<file path="config.mk">
export PLATFORM = sky130hd
export DESIGN_NAME = slot_pool_farthest_eviction
export DESIGN_NICKNAME = d
export VERILOG_FILES = /design/src/spfe_pkg.sv /design/src/slot_pool_farthest_eviction.sv
export SDC_FILE = /design/constraint.sdc
export NUM_CORES = 2
export LEC_CHECK = 0
export BUFFER_PORTS_ARGS = -buffer_cell sky130_fd_sc_hd__buf_2
export CORE_ASPECT_RATIO = 0.7
export CORE_MARGIN = 8
export CORE_UTILIZATION = 27
export DETAILED_ROUTE_END_ITERATION = 8
export GPL_TIMING_DRIVEN = 0
export SYNTH_ARGS = -nofsm -noshare
export SYNTH_HDL_FRONTEND = slang
export SYNTH_SLANG_ARGS = --single-unit
export TNS_END_PERCENT = 100
</file>
<file path="constraint.sdc">
create_clock -name clk -period 20.1 [get_ports clk]
set_input_delay 2.01 -clock clk [delete_from_list [all_inputs] [get_ports clk]]
set_output_delay 2.01 -clock clk [all_outputs]
set_load 0.05 [all_outputs]
</file>
<file path="src/spfe_pkg.sv">
// Shared types, constants and distance helper for the slot pool.
`timescale 1ns / 1ps

package spfe_pkg;

    localparam int POS_W      = 21;
    localparam int DIFF_W     = POS_W + 1;
    localparam int DIST_SHIFT = 8;
    localparam int Q_W        = DIFF_W - DIST_SHIFT;
    localparam int SQ_W       = 2 * Q_W - 1;
    localparam int DIST_W     = SQ_W + 1;
    localparam int ID_W       = 8;
    localparam int SLOT_IDX_W = 6;
    localparam int OP_W       = 2;

    localparam logic [OP_W-1:0] OP_ENABLE  = 2'd0;
    localparam logic [OP_W-1:0] OP_DISABLE = 2'd1;
    localparam logic [OP_W-1:0] OP_UPDATE  = 2'd2;

    typedef struct packed {
        logic signed [POS_W-1:0] x;
        logic signed [POS_W-1:0] y;
        logic signed [POS_W-1:0] z;
    } pos_t;

    typedef enum logic [1:0] {
        ST_IDLE,
        ST_SCAN,
        ST_DECIDE
    } state_t;

    // ((p - c) >>> 8) squared; the product is never negative
    function automatic logic [SQ_W-1:0] axis_sq(
        input logic signed [POS_W-1:0] p,
        input logic signed [POS_W-1:0] c
    );
        logic signed [DIFF_W-1:0]  d;
        logic signed [Q_W-1:0]     q;
        logic signed [2*Q_W-1:0]   prod;
        d    = DIFF_W'(p) - DIFF_W'(c);
        q    = Q_W'(d >>> DIST_SHIFT);
        prod = q * q;
        return prod[SQ_W-1:0];
    endfunction

endpackage

</file>
<file path="src/slot_pool_farthest_eviction.sv">
// Slot pool with owner lookup, free-slot allocation and farthest-occupant eviction.
`timescale 1ns / 1ps

// A new request is taken only in IDLE; in_stall holds the input off while the sweep
// reads every entry of the slot memory once through its single read port, and while
// the result waits in DECIDE for the result register to be free.
// Reset: every slot free, both channels idle; the slot memories are not cleared,
// an entry is only read as meaningful while its busy bit is set.
module slot_pool_farthest_eviction #(
    parameter int SLOTS      = 8,
    parameter int OWNER_BITS = 8
) (
    input  logic                                   clk,
    input  logic                                   rst_n,
    input  logic                                   in_valid,
    output logic                                   in_stall,
    input  logic [spfe_pkg::OP_W-1:0]              operation,
    input  logic [spfe_pkg::ID_W-1:0]              owner_id,
    input  logic                                   always_grant,
    input  logic signed [spfe_pkg::POS_W-1:0]      pos_x,
    input  logic signed [spfe_pkg::POS_W-1:0]      pos_y,
    input  logic signed [spfe_pkg::POS_W-1:0]      pos_z,
    input  logic signed [spfe_pkg::POS_W-1:0]      cam_x,
    input  logic signed [spfe_pkg::POS_W-1:0]      cam_y,
    input  logic signed [spfe_pkg::POS_W-1:0]      cam_z,
    output logic                                   out_valid,
    input  logic                                   out_stall,
    output logic                                   granted,
    output logic [spfe_pkg::SLOT_IDX_W-1:0]        slot_index,
    output logic                                   evicted,
    output logic [spfe_pkg::ID_W-1:0]              evicted_owner
);

    // Owner ids wider than the port carry no extra bits
    localparam int OWN_W = (OWNER_BITS < spfe_pkg::ID_W) ? OWNER_BITS : spfe_pkg::ID_W;
    localparam int IW    = (SLOTS > 1) ? $clog2(SLOTS) : 1;
    localparam int CW    = $clog2(SLOTS + 1);

    // ------------------------------------------------------------------
    // State
    // ------------------------------------------------------------------
    spfe_pkg::state_t state_reg, state_next;

    // Busy bits live in flops so the free-slot search is immediate
    logic [SLOTS-1:0] busy_reg;

    // Slot memories: owner id and stored position, one read port each
    logic [OWN_W-1:0]  owner_mem [SLOTS];
    spfe_pkg::pos_t    pos_mem   [SLOTS];
    logic [OWN_W-1:0]  owner_q;
    spfe_pkg::pos_t    pos_q;

    // Request held for the whole sweep
    logic [spfe_pkg::OP_W-1:0] req_op_reg;
    logic [OWN_W-1:0]          req_owner_reg;
    logic                      req_always_reg;
    spfe_pkg::pos_t            req_pos_reg;
    spfe_pkg::pos_t            req_cam_reg;

    // Sweep read counter
    logic [CW-1:0] rd_cnt_reg;
    logic          mem_re;
    logic [IW-1:0] rd_idx;

    // Stage 1: memory data (or requester position on the first beat)
    logic          p1_vld_reg;
    logic          p1_bar_reg;
    logic [IW-1:0] p1_idx_reg;

    // Stage 2: squared axis distances
    logic                     p2_vld_reg;
    logic                     p2_bar_reg;
    logic                     p2_match_reg;
    logic [IW-1:0]            p2_idx_reg;
    logic [OWN_W-1:0]         p2_owner_reg;
    logic [spfe_pkg::SQ_W-1:0] p2_sqx_reg, p2_sqy_reg, p2_sqz_reg;

    // Stage 3: running farthest occupant and owner match
    logic                        best_vld_reg;
    logic [spfe_pkg::DIST_W-1:0] best_dist_reg;
    logic [IW-1:0]               best_idx_reg;
    logic [OWN_W-1:0]            best_owner_reg;
    logic                        found_reg;
    logic [IW-1:0]               found_idx_reg;

    // Result register
    logic                             out_valid_reg;
    logic                             granted_reg;
    logic [spfe_pkg::SLOT_IDX_W-1:0]  slot_index_reg;
    logic                             evicted_reg;
    logic [spfe_pkg::ID_W-1:0]        evicted_owner_reg;

    logic in_xfer;
    logic out_free;
    logic scan_last;

    assign in_stall = (state_reg != spfe_pkg::ST_IDLE);
    assign in_xfer  = in_valid && !in_stall;
    assign out_free = !out_valid_reg || !out_stall;

    assign out_valid     = out_valid_reg;
    assign granted       = granted_reg;
    assign slot_index    = slot_index_reg;
    assign evicted       = evicted_reg;
    assign evicted_owner = evicted_owner_reg;

    // ------------------------------------------------------------------
    // Lowest free slot from the busy flops
    // ------------------------------------------------------------------
    logic          free_any;
    logic [IW-1:0] free_idx;

    always_comb
    begin
        free_any = ~&busy_reg;
        free_idx = '0;
        for (int i = SLOTS - 1; i >= 0; i--)
        begin
            if (!busy_reg[i])
            begin
                free_idx = IW'(i);
            end
        end
    end

    // ------------------------------------------------------------------
    // Sequencer: idle, sweep the memory, then decide and write back.
    // A write-back only ever happens in DECIDE and the next sweep starts
    // after it, so reads never overlap a pending write to the same entry.
    // ------------------------------------------------------------------
    logic                             mem_we;
    logic [IW-1:0]                    wr_idx;
    logic                             busy_clr;
    logic                             load_out;
    logic                             res_granted;
    logic [spfe_pkg::SLOT_IDX_W-1:0]  res_idx;
    logic                             res_evicted;
    logic [spfe_pkg::ID_W-1:0]        res_evicted_owner;

    assign mem_re    = (state_reg == spfe_pkg::ST_SCAN) && (rd_cnt_reg < CW'(SLOTS));
    assign rd_idx    = rd_cnt_reg[IW-1:0];
    assign scan_last = p2_vld_reg && !p2_bar_reg && (p2_idx_reg == IW'(SLOTS - 1));

    always_ff @(posedge clk or negedge rst_n)
    begin
        if (!rst_n)
        begin
            state_reg <= spfe_pkg::ST_IDLE;
        end
        else
        begin
            state_reg <= state_next;
        end
    end

    always_comb
    begin
        state_next        = state_reg;
        mem_we            = 1'b0;
        wr_idx            = found_idx_reg;
        busy_clr          = 1'b0;
        load_out          = 1'b0;
        res_granted       = 1'b0;
        res_idx           = '0;
        res_evicted       = 1'b0;
        res_evicted_owner = '0;

        case (state_reg)
            spfe_pkg::ST_IDLE:
            begin
                if (in_xfer)
                begin
                    state_next = spfe_pkg::ST_SCAN;
                end
            end
            spfe_pkg::ST_SCAN:
            begin
                if (scan_last)
                begin
                    state_next = spfe_pkg::ST_DECIDE;
                end
            end
            spfe_pkg::ST_DECIDE:
            begin
                // hold until the result register can take the new result
                if (out_free)
                begin
                    load_out   = 1'b1;
                    state_next = spfe_pkg::ST_IDLE;
                    case (req_op_reg)
                        spfe_pkg::OP_ENABLE:
                        begin
                            if (found_reg)
                            begin
                                // holder: refresh position, keep slot
                                mem_we      = 1'b1;
                                wr_idx      = found_idx_reg;
                                res_granted = 1'b1;
                                res_idx     = spfe_pkg::SLOT_IDX_W'(found_idx_reg);
                            end
                            else if (free_any)
                            begin
                                mem_we      = 1'b1;
                                wr_idx      = free_idx;
                                res_granted = 1'b1;
                                res_idx     = spfe_pkg::SLOT_IDX_W'(free_idx);
                            end
                            else if (best_vld_reg)
                            begin
                                // pool full: displace the farthest occupant
                                mem_we            = 1'b1;
                                wr_idx            = best_idx_reg;
                                res_granted       = 1'b1;
                                res_idx           = spfe_pkg::SLOT_IDX_W'(best_idx_reg);
                                res_evicted       = 1'b1;
                                res_evicted_owner = spfe_pkg::ID_W'(best_owner_reg);
                            end
                        end
                        spfe_pkg::OP_DISABLE:
                        begin
                            busy_clr = found_reg;
                        end
                        spfe_pkg::OP_UPDATE:
                        begin
                            if (found_reg)
                            begin
                                // owner rewritten with the same id
                                mem_we      = 1'b1;
                                wr_idx      = found_idx_reg;
                                res_granted = 1'b1;
                                res_idx     = spfe_pkg::SLOT_IDX_W'(found_idx_reg);
                            end
                        end
                        default:
                        begin
                            // unused operation code: empty result
                        end
                    endcase
                end
            end
            default:
            begin
                state_next = spfe_pkg::ST_IDLE;
            end
        endcase
    end

    // ------------------------------------------------------------------
    // Slot memories
    // ------------------------------------------------------------------
    always_ff @(posedge clk)
    begin
        if (mem_we)
        begin
            owner_mem[wr_idx] <= req_owner_reg;
            pos_mem[wr_idx]   <= req_pos_reg;
        end
        if (mem_re)
        begin
            owner_q <= owner_mem[rd_idx];
            pos_q   <= pos_mem[rd_idx];
        end
    end

    always_ff @(posedge clk or negedge rst_n)
    begin
        if (!rst_n)
        begin
            busy_reg <= '0;
        end
        else if (mem_we)
        begin
            busy_reg[wr_idx] <= 1'b1;
        end
        else if (busy_clr)
        begin
            busy_reg[found_idx_reg] <= 1'b0;
        end
    end

    // ------------------------------------------------------------------
    // Request capture and sweep counter
    // ------------------------------------------------------------------
    always_ff @(posedge clk)
    begin
        if (in_xfer)
        begin
            req_op_reg     <= operation;
            req_owner_reg  <= owner_id[OWN_W-1:0];
            req_always_reg <= always_grant;
            req_pos_reg    <= '{x: pos_x, y: pos_y, z: pos_z};
            req_cam_reg    <= '{x: cam_x, y: cam_y, z: cam_z};
        end
    end

    always_ff @(posedge clk or negedge rst_n)
    begin
        if (!rst_n)
        begin
            rd_cnt_reg <= '0;
        end
        else if (in_xfer)
        begin
            rd_cnt_reg <= '0;
        end
        else if (mem_re)
        begin
            rd_cnt_reg <= rd_cnt_reg + CW'(1);
        end
    end

    // ------------------------------------------------------------------
    // Stage 1 tag: the beat after the transfer carries the requester's
    // own position (the eviction bar), then one beat per slot.
    // ------------------------------------------------------------------
    always_ff @(posedge clk or negedge rst_n)
    begin
        if (!rst_n)
        begin
            p1_vld_reg <= 1'b0;
            p1_bar_reg <= 1'b0;
        end
        else
        begin
            p1_vld_reg <= in_xfer || mem_re;
            p1_bar_reg <= in_xfer;
        end
    end

    always_ff @(posedge clk)
    begin
        p1_idx_reg <= rd_idx;
    end

    // ------------------------------------------------------------------
    // Stage 2: per-axis squares, owner match
    // ------------------------------------------------------------------
    spfe_pkg::pos_t sq_src;
    logic           p1_match;

    assign sq_src   = p1_bar_reg ? req_pos_reg : pos_q;
    assign p1_match = !p1_bar_reg && busy_reg[p1_idx_reg] && (owner_q == req_owner_reg);

    always_ff @(posedge clk or negedge rst_n)
    begin
        if (!rst_n)
        begin
            p2_vld_reg <= 1'b0;
            p2_bar_reg <= 1'b0;
        end
        else
        begin
            p2_vld_reg <= p1_vld_reg;
            p2_bar_reg <= p1_vld_reg && p1_bar_reg;
        end
    end

    always_ff @(posedge clk)
    begin
        p2_match_reg <= p1_match;
        p2_idx_reg   <= p1_idx_reg;
        p2_owner_reg <= owner_q;
        p2_sqx_reg   <= spfe_pkg::axis_sq(sq_src.x, req_cam_reg.x);
        p2_sqy_reg   <= spfe_pkg::axis_sq(sq_src.y, req_cam_reg.y);
        p2_sqz_reg   <= spfe_pkg::axis_sq(sq_src.z, req_cam_reg.z);
    end

    // ------------------------------------------------------------------
    // Stage 3: sum, strict compare against the bar / current farthest.
    // The lower slot index wins ties because only a strictly larger sum replaces.
    // ------------------------------------------------------------------
    logic [spfe_pkg::DIST_W-1:0] p2_dist;
    logic                        farther;

    assign p2_dist = spfe_pkg::DIST_W'(p2_sqx_reg) + spfe_pkg::DIST_W'(p2_sqy_reg)
                   + spfe_pkg::DIST_W'(p2_sqz_reg);
    assign farther = p2_dist > best_dist_reg;

    always_ff @(posedge clk or negedge rst_n)
    begin
        if (!rst_n)
        begin
            best_vld_reg <= 1'b0;
            found_reg    <= 1'b0;
        end
        else if (in_xfer)
        begin
            best_vld_reg <= 1'b0;
            found_reg    <= 1'b0;
        end
        else if (p2_vld_reg && !p2_bar_reg)
        begin
            if (farther)
            begin
                best_vld_reg <= 1'b1;
            end
            if (p2_match_reg)
            begin
                found_reg <= 1'b1;
            end
        end
    end

    always_ff @(posedge clk)
    begin
        if (p2_vld_reg && p2_bar_reg)
        begin
            best_dist_reg <= req_always_reg ? '0 : p2_dist;
        end
        else if (p2_vld_reg && farther)
        begin
            best_dist_reg  <= p2_dist;
            best_idx_reg   <= p2_idx_reg;
            best_owner_reg <= p2_owner_reg;
        end
        if (p2_vld_reg && !p2_bar_reg && p2_match_reg && !found_reg)
        begin
            found_idx_reg <= p2_idx_reg;
        end
    end

    // ------------------------------------------------------------------
    // Result register
    // ------------------------------------------------------------------
    always_ff @(posedge clk or negedge rst_n)
    begin
        if (!rst_n)
        begin
            out_valid_reg <= 1'b0;
        end
        else if (load_out)
        begin
            out_valid_reg <= 1'b1;
        end
        else if (!out_stall)
        begin
            out_valid_reg <= 1'b0;
        end
    end

    always_ff @(posedge clk)
    begin
        if (load_out)
        begin
            granted_reg       <= res_granted;
            slot_index_reg    <= res_idx;
            evicted_reg       <= res_evicted;
            evicted_owner_reg <= res_evicted_owner;
        end
    end

    // ------------------------------------------------------------------
    // Assertions
    // ------------------------------------------------------------------
    a_busy_stable_in_scan: assert property (@(posedge clk) disable iff (!rst_n)
        (state_reg == spfe_pkg::ST_SCAN) |=> $stable(busy_reg) || ($past(busy_reg) == busy_reg))
        else $error("busy bits changed during a sweep");

    a_evict_implies_grant: assert property (@(posedge clk) disable iff (!rst_n)
        out_valid_reg && evicted_reg |-> granted_reg)
        else $error("eviction reported without a grant");

    a_granted_slot_busy: assert property (@(posedge clk) disable iff (!rst_n)
        out_valid_reg && granted_reg |-> busy_reg[slot_index_reg[IW-1:0]])
        else $error("granted slot is not busy");

    a_result_ends_sweep: assert property (@(posedge clk) disable iff (!rst_n)
        load_out |=> (state_reg == spfe_pkg::ST_IDLE) && out_valid_reg)
        else $error("result load did not return the sequencer to idle");

    a_cnt_bound: assert property (@(posedge clk) disable iff (!rst_n)
        rd_cnt_reg <= CW'(SLOTS))
        else $error("sweep counter ran past the pool");

endmodule
</file>
==> flow_summary.yaml <==
status:
  status: "finished, final reports clean"
die:
  die_w_um: 566
  dieArea_mm2: 0.227
  initial_core_util: 0.271
  row_count: 141
  core_area_mm2: 0.211
  die_y_um: 401
  io_pins: 159
timing:
  slew_headroom: 0.0932
  finalCritPeriodShare: 0.547
  final.min_clock_period_ns: 11.00
  layout_setup_ws_ns: 9.10
  hold_viol_final: 0
  finClkSkew_ns: 0.0469
  final.setup.tns_ns: 0
  drv_slew: 0
  fmax_mhz: 90.9
  setup_viol: 0
  rsz0062_at_grt: "no"
  worst_slew_pin_slew_ns: 1.36
pwr:
  seq_power_share: 0.402
  swShare: 0.294
  combPwrFrac: 0.292
  p_clk_frac: 0.306
  p_sw_mw: 1.66
  p_leak_nw: 25.9
  vdd_drop_max_mv: 0.0645
  p_int_mw: 3.98
  powerDensity_mw_per_mm2: 86.5
global_routing:
  grt_pass1_wl_um: 209000
  antenna_found_initial: 6
  grt_util_all_layers: 0.118
  met3_usage: 0.0285
  grt_pass1_vias: 34300
  grt-busiest-layer: "met1"
  gr-usage-met1: 0.183
  met2_usage: 0.167
  grt_max_degree: 36
  grt_overflow: 0
synthesis:
  synthArstFlopShare: 0.0222
  ys_ff_latch: 945
  netlist_instances: 4175
  synth_area_leaders: "edfxtp_1 44%, fa_1 19%, ha_1 6.4%"
  synthDistinctLibCells: 93
  synth_edf_count: 831
  synth_area_mm2: 0.0571
  yosysTopAreaCellShare: 0.437
  synth_flop_cell: "edfxtp_1"
  yosysMostFrequentCell: "edfxtp_1"
  synth.avg_cell_area_um2: 13.7
  yosys_warnings: 0
  ys_seq_area_frac: 0.479
  synthTopCellsByCount: "831 x edfxtp_1, 741 x inv_1, 538 x fa_1"
  synth_largest_area_cell: "edfxtp_1"
clocking:
  post-cts-setup-buffer-count: 0
  cts_resized: 0
  holdBufCountCts: 0
  clockBufferDepth: 3
  path_clk_slew_ns: 0.07
  clock-sinks: 945
  clockRootBuffer: "clkbuf_16"
  htree_levels: 3
  clk_latency_ns: 0.69
  cts_buffers: 83
  tritoncts: "yes"
detailed_routing:
  drt_iter0_drc: 2532
  num_vias: 32400
  wirelength_um: 134000
  post_drt_wl_per_cell_um: 18.3
  drc_errors: 0
  ant_nets: 0
  drt-vias-per-instance: 4.43
  dr.pass1.iters: 5
worst_setup_path:
  cp_data_arrival_time_ns: 11.57
  cp-end-kind: "flip-flop"
  crit_slowest_cell: "xor2_1"
  required_ns: 20.67
  critPathMaxFanout: 10
  max_stage_delay_ns: 0.91
  worstSetupPathType: "flip-flop to flip-flop"
  start_kind: "flip-flop"
  crit_path_frequent_cell: "fa_1"
final_layout:
  largest_register_ff_count: 504
  drive_above_1_share: 0.156
  syn_to_final_growth_pct: 14.1
  design_area_mm2: 0.0652
  regMostFlops: "pos_mem"
  nNetsFinal: 5430
  largest_registers: "pos_mem x504, owner_mem x64"
place:
  dp_slack_ns: 9.28
  dp_hpwl_um: 101000
  dpl-instance-area_mm2: 0.0622
  finalWeightedCongestion: 0.863
  portBuffers: 155
hold_path:
  worstHoldPathType: "flip-flop to flip-flop"
run:
  maxCapViolCount: 0
[stage by stage]
step                instances  hold WS, ns  power, mW  utilization
finish                   7317        0.371       5.64        0.309
global route             7316        0.378       5.94        0.309
CTS                      7314        0.376       5.69        0.309
detailed placement       7160        0.359       3.95        0.295
global placement         7122        0.350       3.93        0.291
floorplan                4179        0.345       3.54            -
[routing by layer]
metal  vias up  wire [µm]
li1      14700          -
met1     16500      66600
met2       983      55300
met3       151       9970
met4         0       2190
met5         -          0
[kinds of logic (layout without fill, tap and decap cells)]
family | after synthesis | count (layout) | synth area share
xor+xnor | 174 | 174 | 0.0284
simple gates | 716 | 716 | 0.0556
other cells | 2 | 8 | 0.000131
buf+inv | 858 | 1206 | 0.0572
mux | 285 | 285 | 0.0846
fa+ha+maj | 831 | 831 | 0.253
compound gates | 364 | 364 | 0.0426
flops | 945 | 945 | 0.479
[power by group through the flow]
stage	Sequential (mW)	Clock (mW)	Combinational (mW)
2_1_floorplan	2.29	0	1.25
3_3_place_gp	2.31	0	1.61
3_5_place_dp	2.31	0	1.64
4_1_cts	2.27	1.77	1.65
5_1_grt	2.27	1.84	1.83
6_report	2.27	1.73	1.64
[path summary, 6_finish.rpt]
| check | depth (start not counted) | start | endpoint | slack, ns |
|---|---|---|---|---|
| max reg2reg | 34 | p1_bar_reg | p2_sqx_reg[26] | 9.10 |
| min reg2reg | 0 | rd_cnt_reg[2] | p1_idx_reg[2] | 0.37 |
| min | 0 | rd_cnt_reg[2] | p1_idx_reg[2] | 0.37 |
| max in group asynchronous | 1 | rst_n | busy_reg[2] | 18.37 |
| max | 34 | p1_bar_reg | p2_sqx_reg[26] | 9.10 |
| min in group asynchronous | 1 | rst_n | rd_cnt_reg[0] | 1.33 |
[cells in the final DEF (no fill, tap or decap), drive strengths merged, types with 53 or more instances in the layout]
master    n
a21o     58
a21oi   103
buf     219
clkbuf  155
dfxtp    93
edfxtp  831
fa      538
ha      293
inv     773
mux2    133
mux4    144
nand2   220
nor2    306
o21ai    70
xnor2   121
xor2     53
[cell type report]
cell class | instances | area, µm²
Antenna cell | 2 | 5.00
Buffer | 90 | 385
Clock buffer | 90 | 2100
Clock inverter | 64 | 828
Fill cell | 20900 | 145000
Inverter | 768 | 2880
Multi-Input combinational cell | 2376 | 26600
Sequential cell | 945 | 27300
Tap cell | 2788 | 3490
Timing Repair Buffer | 194 | 1560
[worst max-delay path: cells and delay by family (launching register included)]
| family | cells | cell delay (ns) |
|---|---|---|
| buf+inv | 8 | 1.83 |
| fa+ha+maj | 8 | 3.53 |
| simple gates | 2 | 0.34 |
| flops | 1 | 0.43 |
| compound gates | 13 | 3.15 |
| mux | 1 | 0.47 |
| xor+xnor | 2 | 1.14 |
No activity file was read; power rests on OpenSTA's default activity.
